===== src/hdl/lea_block_cipher_defines.svh =====
// Assertion macros used by the cipher control module.
`ifndef LEA_BLOCK_CIPHER_DEFINES_SVH
`define LEA_BLOCK_CIPHER_DEFINES_SVH

// Same-cycle implication, clocked on clk_i, off during reset.
`define LEA_ASSERT_IMP(lbl, ante, cons, msg) \
  lbl: assert property (@(posedge clk_i) disable iff (!rst_ni) (ante) |-> (cons)) \
    else $error(msg);

// Next-cycle implication, clocked on clk_i, off during reset.
`define LEA_ASSERT_NXT(lbl, ante, cons, msg) \
  lbl: assert property (@(posedge clk_i) disable iff (!rst_ni) (ante) |=> (cons)) \
    else $error(msg);

`endif


===== src/hdl/lea_pkg.sv =====
// Types, constants and helper functions of the LEA cipher core.
`default_nettype none
package lea_pkg;

  localparam int unsigned LEA_MAX_ROUNDS = 32;
  localparam int unsigned RK_WORDS = 6;
  localparam int unsigned CFG_IDX_W = 3;
  localparam int unsigned CFG_DATA_W = 64;

  localparam logic [CFG_IDX_W-1:0] CFG_MODE   = 3'd0;
  localparam logic [CFG_IDX_W-1:0] CFG_KEY01  = 3'd1;
  localparam logic [CFG_IDX_W-1:0] CFG_KEY23  = 3'd2;
  localparam logic [CFG_IDX_W-1:0] CFG_KEY45  = 3'd3;
  localparam logic [CFG_IDX_W-1:0] CFG_KEY67  = 3'd4;

  localparam logic [1:0] MODE_128 = 2'd0;
  localparam logic [1:0] MODE_192 = 2'd1;

  localparam logic FUNC_ENC = 1'b0;

  localparam logic [31:0] DELTA [8] = '{
    32'hc3efe9db, 32'h44626b02, 32'h79e27c8a, 32'h78df30ec,
    32'h715ea49e, 32'hc785da0a, 32'he04ef22a, 32'he5c40957
  };

  localparam logic [4:0] KS_ROT [RK_WORDS] = '{5'd1, 5'd3, 5'd6, 5'd11, 5'd13, 5'd17};

  typedef struct packed {
    logic load;
    logic exp_step;
    logic prep;
    logic run_step;
    logic out_load;
  } lea_cmd_t;

  typedef struct packed {
    logic last;
  } lea_sts_t;

  function automatic logic [31:0] rotl32(input logic [31:0] x, input logic [4:0] n);
    logic [63:0] w;
    w = {x, x} << n;
    return w[63:32];
  endfunction

  function automatic logic [31:0] rotr32(input logic [31:0] x, input logic [4:0] n);
    logic [63:0] w;
    w = {x, x} >> n;
    return w[31:0];
  endfunction

endpackage
`default_nettype wire


===== src/hdl/lea_ctrl.sv =====
// Sequencer of the LEA core: key expansion, round loop and result hand-off.
`default_nettype none
`include "lea_block_cipher_defines.svh"
module lea_ctrl
  import lea_pkg::*;
(
  input  wire logic                 clk_i,
  input  wire logic                 rst_ni,
  input  wire logic                 in_valid_i,
  output      logic                 in_stall_o,
  output      logic                 out_valid_o,
  input  wire logic                 out_stall_i,
  input  wire logic                 cfg_we_i,
  input  wire logic [CFG_IDX_W-1:0] cfg_idx_i,
  output      lea_cmd_t             cmd_o,
  input  wire lea_sts_t             sts_i
);

  typedef enum logic [4:0] {
    S_IDLE   = 5'b00001,
    S_EXPAND = 5'b00010,
    S_PREP   = 5'b00100,
    S_RUN    = 5'b01000,
    S_FINISH = 5'b10000
  } state_e;

  state_e state_q, state_d;
  logic   ready_q, ready_d;
  logic   out_valid_q, out_valid_d;
  logic   cfg_clear;

  assign cfg_clear = cfg_we_i && (cfg_idx_i <= CFG_KEY67);

  always_comb begin
    state_d = state_q;
    ready_d = ready_q;
    cmd_o   = '0;
    case (state_q)
      S_IDLE: begin
        if (in_valid_i) begin
          cmd_o.load = 1'b1;
          state_d    = ready_q ? S_PREP : S_EXPAND;
        end
      end
      S_EXPAND: begin
        cmd_o.exp_step = 1'b1;
        if (sts_i.last) begin
          ready_d = 1'b1;
          state_d = S_PREP;
        end
      end
      S_PREP: begin
        cmd_o.prep = 1'b1;
        state_d    = S_RUN;
      end
      S_RUN: begin
        cmd_o.run_step = 1'b1;
        if (sts_i.last) begin
          state_d = S_FINISH;
        end
      end
      S_FINISH: begin
        if (!out_valid_q || !out_stall_i) begin
          cmd_o.out_load = 1'b1;
          state_d        = S_IDLE;
        end
      end
      default: begin
        state_d = S_IDLE;
      end
    endcase
    if (cfg_clear) begin
      ready_d = 1'b0;
    end
  end

  always_comb begin
    out_valid_d = out_valid_q;
    if (cmd_o.out_load) begin
      out_valid_d = 1'b1;
    end else if (out_valid_q && !out_stall_i) begin
      out_valid_d = 1'b0;
    end
  end

  always_ff @(posedge clk_i or negedge rst_ni) begin
    if (!rst_ni) begin
      state_q     <= S_IDLE;
      ready_q     <= 1'b0;
      out_valid_q <= 1'b0;
    end else begin
      state_q     <= state_d;
      ready_q     <= ready_d;
      out_valid_q <= out_valid_d;
    end
  end

  assign in_stall_o  = (state_q != S_IDLE);
  assign out_valid_o = out_valid_q;

  `LEA_ASSERT_NXT(a_cfg_clears_ready, cfg_clear, !ready_q, "key ready survived a config write")
  `LEA_ASSERT_NXT(a_run_to_finish, (state_q == S_RUN) && sts_i.last, state_q == S_FINISH, "round loop did not end")
  `LEA_ASSERT_IMP(a_expand_not_ready, state_q == S_EXPAND, !ready_q, "expanding while keys ready")
  `LEA_ASSERT_NXT(a_out_load_valid, cmd_o.out_load, out_valid_q, "result load lost")

endmodule
`default_nettype wire


===== config.mk =====
export PLATFORM = sky130hd
export DESIGN_NAME = lea_ctrl
export DESIGN_NICKNAME = d
export VERILOG_FILES = /design/src/hdl/lea_pkg.sv /design/src/hdl/lea_ctrl.sv
export VERILOG_INCLUDE_DIRS = /design/src /design/src/hdl
export SDC_FILE = /design/constraint.sdc
export NUM_CORES = 1
export LEC_CHECK = 0
export BUFFER_PORTS_ARGS = -buffer_cell sky130_fd_sc_hd__clkbuf_2
export CELL_PAD_IN_SITES_DETAIL_PLACEMENT = 0
export CELL_PAD_IN_SITES_GLOBAL_PLACEMENT = 1
export CORE_UTILIZATION = 32
export DETAILED_ROUTE_END_ITERATION = 16
export PLACE_DENSITY = 0.73
export SLEW_MARGIN = 10
export SYNTH_ARGS = -nofsm -noshare
export SYNTH_HDL_FRONTEND = slang
export SYNTH_SLANG_ARGS = --single-unit

===== constraint.sdc =====
create_clock -name clk_i -period 2.3 [get_ports clk_i]
set_clock_uncertainty 0.15 [all_clocks]
set_input_delay 0.345 -clock clk_i [delete_from_list [all_inputs] [get_ports clk_i]]
set_output_delay 0.345 -clock clk_i [all_outputs]
set_load 0.05 [all_outputs]

==> Word-level counts from Yosys, hierarchy flattened <==
Index checks and enable logic that the tools add are counted.
{ "totals": {"ff_bits": 7, "in_bits": 9, "output_inout_bits": 7} }
{ "op_classes": {"n_lt_le_gt_ge": 1, "n_eq_ne": 10, "mux": 18, "reduce_logical": 10} }
{ "ops": {"columns": ["op", "count"], "rows": [
  ["one-hot mux 5 bit (5 select lines)", 1],
  ["two-way mux 5 bit", 4],
  ["two-way mux 1 bit", 12],
  ["!= test 2 bit (second input constant)", 4],
  ["nonzero test 2 bit", 3],
  ["equality test 5 x 1 -> 1 bit (second input constant)", 1],
  ["equality test 5 x 2 -> 1 bit (second input constant)", 1],
  ["equality test 5 x 3 -> 1 bit (second input constant)", 1],
  ["equality test 5 x 4 -> 1 bit (second input constant)", 1],
  ["equality test 5 bit (second input constant)", 1],
  ["!= test 5 x 1 -> 1 bit (second input constant)", 1],
  ["AND reduction 4 bit", 1],
  ["less-or-equal comparator 3 bit (second input constant)", 1],
  ["two-way mux 3 bit", 1],
  ["logical AND 1 bit", 2],
  ["zero test 1 bit", 2],
  ["AND reduction 2 bit", 1],
  ["logical OR 1 bit", 1]
]} }

==> Longest topological paths before layout <==
Gate-level depths: netlist of run 1.
{ "depth": {"ltp_word": 5, "ltp_mapped": 4} }

==> Worst setup path after synthesis of run 1 <==
OpenSTA, ideal clock, no wires.
{ "synth_timing": {"kind": "reg-to-output", "startpoint": "reg state_q[2]", "endpoint": "out cmd_o[1] (netlist bit)", "t_arrival_ps": 2042, "path_slack_ps": -237, "path_stages_with_launch": 3, "n_path_buf": 0, "cell_sequence": "dfrtp_1 > or3_4 > nor3b_1"} }
{ "synth_lines": {"columns": ["element", "line", "rtl"], "rows": [
  ["start: declaration", "lea_ctrl.sv:27", "state_e state_q, state_d;"],
  ["start signal: assignment", "lea_ctrl.sv:92", "state_q <= state_d;"],
  ["end: declaration", "lea_ctrl.sv:15", "output lea_cmd_t cmd_o,"]
]} }

==> results of run 1 <==
metal layers:
layer | track usage, % | vias up | share of wire [%]
li1 | - | 207 | -
met1 | 18.2 | 186 | 47
met2 | 23.3 | 11 | 48
met3 | 6.98 | 0 | 4.2
met4 | 5.17 | 0 | 0
met5 | 0 | - | 0
cell usage in the layout (no fill, tap or decap), drive strengths merged, types with 2 or more instances in the layout:
cell / Yosys / routed
nand2: 2 / 2
inv: 2 / 2
clkbuf: 0 / 17
or3: 3 / 3
dfrtp: 6 / 6
o21ai: 2 / 2
nor3: 2 / 2
a21oi: 4 / 4
nor2: 5 / 5
buf: 2 / 4
per-stage QoR:
stage,instance area (um^2),cells
6_report,566,79
2_1_floorplan,428,45
3_5_place_dp,523,74
3_3_place_gp,523,74
4_1_cts,562,79
5_1_grt,566,79
repair_timing:
action,4_1_cts,5_1_grt
hold endpoints to repair,7,0
pin swaps,0,0
hold buffers,1,0
setup buffers,0,0
endpoints found under the setup margin,1,2
gates resized for setup,1,3
cloned,0,0
registers in the layout (all words and copies together) (netlist names):
name         flops
out_valid_o      1
ready_q          1
state_q          5
where the power goes:
group | leakage [nW] | switching [mW] | internal (mW)
Sequential | 0.0926 | 0.0359 | 0.161
Clock | 0.0150 | 0.0436 | 0.0661
Combinational | 0.179 | 0.223 | 0.127
worst max-delay path, delay by kind of cell, from the launching register on:
| family | cells | cell delay (ns) |
|---|---|---|
| simple gates | 2 | 0.77 |
| compound gates | 1 | 0.12 |
| flops | 1 | 0.42 |
| buf+inv | 1 | 0.17 |
cell type report:
class | instances | share of cell area [%]
clock buffers | 4 | 4.65
inverters | 2 | 1.33
multi-input cells | 34 | 40.9
flip-flops and latches | 7 | 31.2
well taps | 14 | 3.10
repair buffers | 18 | 18.8
cells by family after synthesis:
kind of cell,share of synthesized area (%)
buffers and inverters,4.73
AO/OA/AOI/OAI,19.5
AND/OR/NAND/NOR,32.0
XOR/XNOR,2.07
flip-flops,41.7
how the worst max path moves through the flow:
stage               startpoint        to  slack, ns  cells past startpoint
floorplan           state_q[2]  cmd_o[1]       0.28                      2
global placement    state_q[2]  cmd_o[0]       0.26                      4
detailed placement  state_q[2]  cmd_o[0]       0.24                      4
CTS                 state_q[2]  cmd_o[0]       0.02                      4
global route        state_q[2]  cmd_o[0]      0.007                      4
finish              state_q[2]  cmd_o[0]       0.08                      4
==> impl_metrics.env, run 1 <==
export IMPL_grt_ovfl_total=0
export IMPL_synth_edf_count=0
export IMPL_max_slew_margin_pct=82.1
export IMPL_fp_coreArea_um2=1170
export IMPL_cpPeakStageDelay_ns=0.43
export IMPL_grt_max_degree=11
export IMPL_yosys_area_top_type="dfrtp_1"
export IMPL_crit_fanout=7
export IMPL_ant_nets=0
export IMPL_maxCapViolCount=0
export IMPL_cts_sinks=7
export IMPL_area_growth_pct=33.7
export IMPL_p_leak_nw=0.286
export IMPL_yosysUniqueCellTypes=29
export IMPL_seq_area_frac_synth_pct=41.7
export IMPL_finalMaxSlewViolations=0
export IMPL_diodes=0
export IMPL_grtUsageTotal_pct=15.0
export IMPL_holdWs_ns=0.109
export IMPL_r2r_start="state_q[4]"
export IMPL_hold_viol=0
export IMPL_finalPower_uw=657
export IMPL_holdCritPathClass="in -> reg"
export IMPL_cp_common_cell="or3_4"
export IMPL_h_tree_depth=1
export IMPL_synthFlopType="dfrtp_1"
export IMPL_rsz0062_at_grt="no"
export IMPL_setup_viol_count_final=0
export IMPL_drtPass1Iterations=4
export IMPL_yosysMostFrequentCell="dfrtp_1"
export IMPL_fmaxAchievable_mhz=450
export IMPL_drtIter0Drc=9
export IMPL_rows=12
export IMPL_gp_congestion=0.801
export IMPL_critical_path_class="reg -> out"
export IMPL_hold_path_depth=2
export IMPL_reg2reg_setup_slack_ns=0.71
export IMPL_hold_start="cfg_we_i"
export IMPL_cts_buffers=3
export IMPL_reg2reg_depth=3
export IMPL_start_kind="register"
export IMPL_via_count=404
export IMPL_hpwl_um=728
export IMPL_critPathArrivalTime_ns=1.73
export IMPL_syn_inst=45
export IMPL_nets=75
export IMPL_end_kind="output pin"
export IMPL_path_clk_slew_ns=0.05
export IMPL_avgSynthCellArea_um2=9.40
export IMPL_ys_ff_latch=7
export IMPL_die_h_um=38.4
export IMPL_synth_common_cells="dfrtp_1 (6), nor2_1 (5), a21oi_1 (3)"
export IMPL_ys_warn_count=0
export IMPL_routed_via_density=5.11
export IMPL_routed_wl_um=891
export IMPL_detailedPlace_worstSlack_ns=0.245
export IMPL_worst_pin_slew_ns=0.268
export IMPL_multiInputGateArea_um2=231
export IMPL_synth_top_cell_area_share_pct=35.5
export IMPL_fillCellCount=113
export IMPL_cp_cell_sequence="or3_4 -> or3_4 -> a21oi_2 -> buf_6"
export IMPL_fin_crit_sh_pct=96.6
export IMPL_rr_endpoint="state_q[2]"
export IMPL_synthTopCellsByArea="dfrtp_1 (36%), dfstp_2 (6.2%), or3_4 (5.3%), nor2_1 (4.4%), a21oi_1 (3.6%)"
export IMPL_cts_root_buf="clkbuf_4"
export IMPL_clk_latency_ns=0.25
export IMPL_start_util_pct=36.1
export IMPL_die_area_um2=1470
export IMPL_whs_endpoint="ready_q"
export IMPL_drive_above_1_share_pct=40.0
export IMPL_portBuffers=15
export IMPL_required_ns=1.80
export IMPL_drt_wirelength_per_cell_um=11.3
export IMPL_vdd_drop_max_mv=0.419
export IMPL_seq_area_um2=176
export IMPL_final_util_pct=48.3
export IMPL_antenna_found_initial=0
export IMPL_tns_ns=0
export IMPL_syn_nets=54
export IMPL_async_flop_share_pct=100
export IMPL_fin_ws_ns=0.0783
export IMPL_clockBufferDepth=2
export IMPL_cts_tree="yes"
export IMPL_syn_cell_area_um2=423
export IMPL_p_per_area_nw_per_um2=1160
export IMPL_grt_first_pass_wirelength_um=1470
export IMPL_ios=16
export IMPL_drc=0
export IMPL_die_width_um=38.4
export IMPL_min_period_ns=2.22
export IMPL_status="finished, final reports clean"
export IMPL_grt_pass1_vias=340
export IMPL_cpMaxStageDelayCell="or3_4"
Power figures use the tool's default switching activity.
==> run 2, diff against run 1 <==
CAP_MARGIN = 0   (was not set)
RECOVER_POWER = 25   (was not set)
REMOVE_ABC_BUFFERS = 1   (was not set)
==> run 2 against run 1 <==
Compared with the run above: via count down 1.2%; utilization up 0.43 points; non-clock buffer count up 1; sequential cell count unchanged; wire length up 4.5%; register-to-register slack worse by 0.05 ns; maximum frequency up 0.44%; setup slack better by 0.0097 ns; largest cell class unchanged; highest routed layer unchanged.
==> impl_metrics.env, run 2 (synthesized netlist as in run 1, its figures left out) <==
export IMPL_hpwl_um=710
export IMPL_routed_wl_um=931
export IMPL_min_period_ns=2.21
export IMPL_required_ns=1.80
export IMPL_die_area_um2=1470
export IMPL_die_h_um=38.4
export IMPL_final_cells=80
export IMPL_status="finished, final reports clean"
export IMPL_fp_coreArea_um2=1170
export IMPL_fmaxAchievable_mhz=452
export IMPL_cts_tree="yes"
export IMPL_grt_first_pass_wirelength_um=1620
export IMPL_path_clk_slew_ns=0.05
export IMPL_ant_nets=0
export IMPL_drive_above_1_share_pct=39.4
export IMPL_hold_start="cfg_we_i"
export IMPL_rr_endpoint="state_q[2]"
export IMPL_holdCritPathClass="in -> reg"
export IMPL_placed_area_um2=526
export IMPL_critical_path_class="reg -> out"
export IMPL_vdd_drop_max_mv=0.509
export IMPL_drt_wirelength_per_cell_um=11.6
export IMPL_fin_crit_sh_pct=96.2
export IMPL_grt_ovfl_total=0
export IMPL_start_util_pct=36.1
export IMPL_grt_max_degree=11
export IMPL_dp_cells=75
export IMPL_cts_buffers=3
export IMPL_p_per_area_nw_per_um2=1150
export IMPL_h_tree_depth=1
export IMPL_rsz0062_at_grt="no"
export IMPL_nets=76
export IMPL_reg2reg_depth=4
export IMPL_setup_viol_count_final=0
export IMPL_whs_endpoint="ready_q"
export IMPL_clockBufferDepth=2
export IMPL_holdWs_ns=0.120
export IMPL_critPathArrivalTime_ns=1.72
export IMPL_hold_viol=0
export IMPL_final_cell_mix="clkbuf_2 (12), nor2_1 (5), dfrtp_1 (5)"
export IMPL_routed_via_density=4.99
export IMPL_rows=12
export IMPL_end_kind="output pin"
export IMPL_clk_latency_ns=0.25
export IMPL_layout_commonest_cell="clkbuf_2"
export IMPL_worst_pin_slew_ns=0.361
export IMPL_max_slew_margin_pct=75.9
export IMPL_grtUsageTotal_pct=16.9
export IMPL_finalMaxSlewViolations=0
export IMPL_maxCapViolCount=0
export IMPL_ios=16
export IMPL_largest_register_ffs=5
export IMPL_start_kind="register"
export IMPL_portBuffers=15
export IMPL_cts_root_buf="clkbuf_4"
export IMPL_hold_path_depth=2
export IMPL_cts_sinks=7
export IMPL_gp_congestion=0.784
export IMPL_p_leak_nw=0.287
export IMPL_reg2reg_setup_slack_ns=0.66
export IMPL_regMostFlops="state_q"
export IMPL_drtPass1Iterations=2
export IMPL_area_growth_pct=34.9
export IMPL_fillCellCount=121
export IMPL_die_width_um=38.4
export IMPL_cts_setup_buffers=0
export IMPL_antenna_found_initial=0
export IMPL_via_count=399
export IMPL_crit_fanout=7
export IMPL_design_area_um2=571
export IMPL_r2r_start="state_q[4]"
export IMPL_drtIter0Drc=3
export IMPL_grt_pass1_vias=369
export IMPL_drc=0
export IMPL_diodes=0
[run 2: changes by cell type in the layout (fill, tap and decap cells not counted)]
cell      previous run  this run
dfrtp_1              6         5
buf_4                2         3
buf_2                1         0
dfrtp_2              0         1
clkbuf_4             3         4
clkbuf_1             1         2
clkbuf_2            13        12
nor3b_2              1         0
nor3b_1              0         1
[run 2: final cells by class]
class	count	area (um^2)	area share [%]
clock buffer	4	26.3	4.61
inverter	2	7.51	1.32
multi-input combinational	34	226	39.7
sequential	7	178	31.1
tap	14	17.5	3.07
timing repair buffer	19	115	20.2
[run 2: power breakdown]
part           switching (mW)  internal, mW
sequential             0.0382         0.162
combinational           0.218         0.127
clock                  0.0461        0.0662
[run 2: per-stage QoR]
stage          setup TNS (ns)  worst slack [ns]  util [%]  total power [mW]
6_report                    0            0.0879      48.7             0.658
5_1_grt                     0            0.0105      48.7             0.714
4_1_cts                     0            0.0269      48.2             0.663
3_5_place_dp                0             0.248      44.9             0.548
3_3_place_gp                0             0.264      44.9             0.550
2_1_floorplan          -0.480            -0.272         -             0.458
[run 2: how the worst max path moves through the flow]
stage / slack (ns) / to / depth (start not counted) / startpoint
final: 0.09 / cmd_o[0] / 4 / state_q[2]
after global routing: 0.01 / cmd_o[0] / 4 / state_q[2]
after CTS: 0.03 / cmd_o[0] / 4 / state_q[2]
after detailed placement: 0.25 / cmd_o[0] / 4 / state_q[2]
after global placement: 0.26 / cmd_o[0] / 4 / state_q[2]
after floorplan: -0.27 / cmd_o[1] / 2 / state_q[1]
[run 2: critical path, cell delays in order, from the launching register on]
cell and delay (ns):
dfrtp_2 0.43, or3_4 0.41, or3_4 0.34, a21oi_2 0.12, buf_6 0.17
[run 2: what timing repair did]
| item | CTS | global route |
|---|---|---|
| hold buffers | 1 | 0 |
| hold endpoints to repair | 7 | 0 |
| cloned | 0 | 0 |
| setup endpoints to repair | 1 | 2 |
| gates resized for setup | 1 | 5 |
[run 2: routing by layer]
metal	part of all wire [%]	track usage (%)
met3	4.3	8.72
met4	0	5.17
met1	50	21.0
met5	0	0
met2	46	25.4
==> run 3, diff against run 2 <==
CELL_PAD_IN_SITES_GLOBAL_PLACEMENT = 2   (was 1)
CORE_UTILIZATION = 25   (was 32)
PLACE_DENSITY = 0.72   (was 0.73)
==> run 3 against run 2 <==
Compared with the run above: first-iteration DRC count fell by 33%; global-route usage down 7.8 points; final cell count grew 2.5%; setup slack got worse by 0.014 ns; critical path depth decreased by 1; final area up 0.44%; sequential power about the same; combinational power grew 1%; hold slack got worse by 0.0025 ns; total power is 1.3% lower; via count did not move; highest routed layer is now met4.
==> impl_metrics.env, run 3 (synthesized netlist as in run 1, its figures left out) <==
export IMPL_status="finished, final reports clean"
export IMPL_grt_max_degree=11
export IMPL_cp_endpoint="cmd_o[1]"
export IMPL_path_clk_slew_ns=0.05
export IMPL_required_ns=1.80
export IMPL_clk_latency_ns=0.24
export IMPL_hold_start="cfg_we_i"
export IMPL_antenna_found_initial=0
export IMPL_largest_register_ffs=5
export IMPL_crit_fanout=7
export IMPL_hpwl_um=683
export IMPL_p_per_area_nw_per_um2=1130
export IMPL_fillCellCount=158
export IMPL_drc=0
export IMPL_cp_cell_sequence="or3_4 -> nor3b_1 -> clkbuf_4"
export IMPL_end_kind="output pin"
export IMPL_grt_pass1_vias=340
export IMPL_drtIter0Drc=2
export IMPL_fin_crit_sh_pct=96.8
export IMPL_maxCapViolCount=0
export IMPL_grt_first_pass_wirelength_um=1220
export IMPL_worst_pin_slew_ns=0.333
export IMPL_start_kind="register"
export IMPL_rr_endpoint="state_q[2]"
export IMPL_hold_viol=0
export IMPL_die_width_um=43.1
export IMPL_regMostFlops="state_q"
export IMPL_vdd_drop_max_mv=0.545
export IMPL_final_cells=82
export IMPL_grtUsageTotal_pct=9.09
export IMPL_holdCritPathClass="in -> reg"
export IMPL_placed_area_um2=528
export IMPL_drt_wirelength_per_cell_um=10.2
export IMPL_cts_buffers=3
export IMPL_clockBufferDepth=2
export IMPL_cts_root_buf="clkbuf_4"
export IMPL_die_area_um2=1860
export IMPL_r2r_start="state_q[4]"
export IMPL_start_util_pct=27.4
export IMPL_design_area_um2=573
export IMPL_nets=76
export IMPL_ant_nets=0
export IMPL_drtPass1Iterations=3
export IMPL_routed_wl_um=836
export IMPL_cts_setup_buffers=0
export IMPL_final_cell_mix="clkbuf_2 (12), nor2_1 (5), dfrtp_1 (5)"
export IMPL_cpMaxStageDelayCell="dfrtp_2"
export IMPL_rows=14
export IMPL_p_leak_nw=0.287
export IMPL_cts_tree="yes"
export IMPL_layout_commonest_cell="clkbuf_2"
export IMPL_cts_sinks=7
export IMPL_fin_ws_ns=0.0740
export IMPL_startpoint="state_q[2]"
export IMPL_setup_viol_count_final=0
export IMPL_portBuffers=15
export IMPL_detailedPlace_worstSlack_ns=0.243
export IMPL_die_h_um=43.1
export IMPL_cpPeakStageDelay_ns=0.43
export IMPL_critical_path_class="reg -> out"
export IMPL_finalMaxSlewViolations=0
export IMPL_fp_coreArea_um2=1540
export IMPL_reg2reg_depth=4
export IMPL_ios=16
export IMPL_gp_congestion=0.670
export IMPL_diodes=0
export IMPL_reg2reg_setup_slack_ns=0.66
export IMPL_holdWs_ns=0.117
export IMPL_routed_via_density=4.87
export IMPL_multiInputGateArea_um2=226
export IMPL_seq_area_um2=178
export IMPL_rsz0062_at_grt="no"
export IMPL_area_growth_pct=35.5
export IMPL_min_period_ns=2.23
export IMPL_h_tree_depth=1
export IMPL_critPathArrivalTime_ns=1.73
export IMPL_dp_cells=77
export IMPL_grt_ovfl_total=0
export IMPL_fmaxAchievable_mhz=449
export IMPL_max_slew_margin_pct=77.8
export IMPL_via_count=399
export IMPL_drive_above_1_share_pct=39.4
run 3: routing by layer:
metal / vias up / GRT usage [%] / routed length [um]
met1: 181 / 10.0 / 391
met4: 0 / 9.09 / 12
li1: 209 / - / -
met3: 2 / 1.70 / 24
met2: 7 / 14.0 / 406
met5: - / 0 / 0
run 3: through the flow:
stage          total power, mW  setup TNS (ns)  util (%)
2_1_floorplan            0.458          -0.480         -
3_3_place_gp             0.557               0      34.3
3_5_place_dp             0.547               0      34.3
4_1_cts                  0.656               0      36.8
5_1_grt                  0.701               0      37.2
6_report                 0.649               0      37.2
run 3: worst min path at each step:
stage	end	slack, ns	cells past startpoint
floorplan	out_valid_o	-0.10	0
global placement	out_valid_o	0.03	1
detailed placement	out_valid_o	0.03	1
CTS	ready_q	0.11	2
global route	ready_q	0.1	2
finish	ready_q	0.12	2
run 3: worst max-delay path, delay by kind of cell, from the launching register on:
| kind | cells | cell delay (ns) |
|---|---|---|
| AND/OR/NAND/NOR | 2 | 0.74 |
| flip-flops | 1 | 0.43 |
| buffers and inverters | 1 | 0.31 |
run 3: layout make-up:
type | instances | share of cell area (%)
multi-input combinational | 34 | 39.5
sequential | 7 | 31.0
timing repair buffer | 19 | 20.1
clock buffer | 4 | 4.59
tap | 16 | 3.49
inverter | 2 | 1.31
run 3: timing repair:
item / CTS / global route
setup endpoints to repair: 1 / 2
hold buffers: 1 / 0
endpoints found under the hold margin: 7 / 0
gates resized for setup: 1 / 5
pin swaps: 0 / 0
run 3: report_power, final:
part,total [mW],internal (mW),switching [mW]
logic,0.349,0.127,0.222
clock network,0.103,0.0657,0.0377
registers,0.197,0.162,0.0351
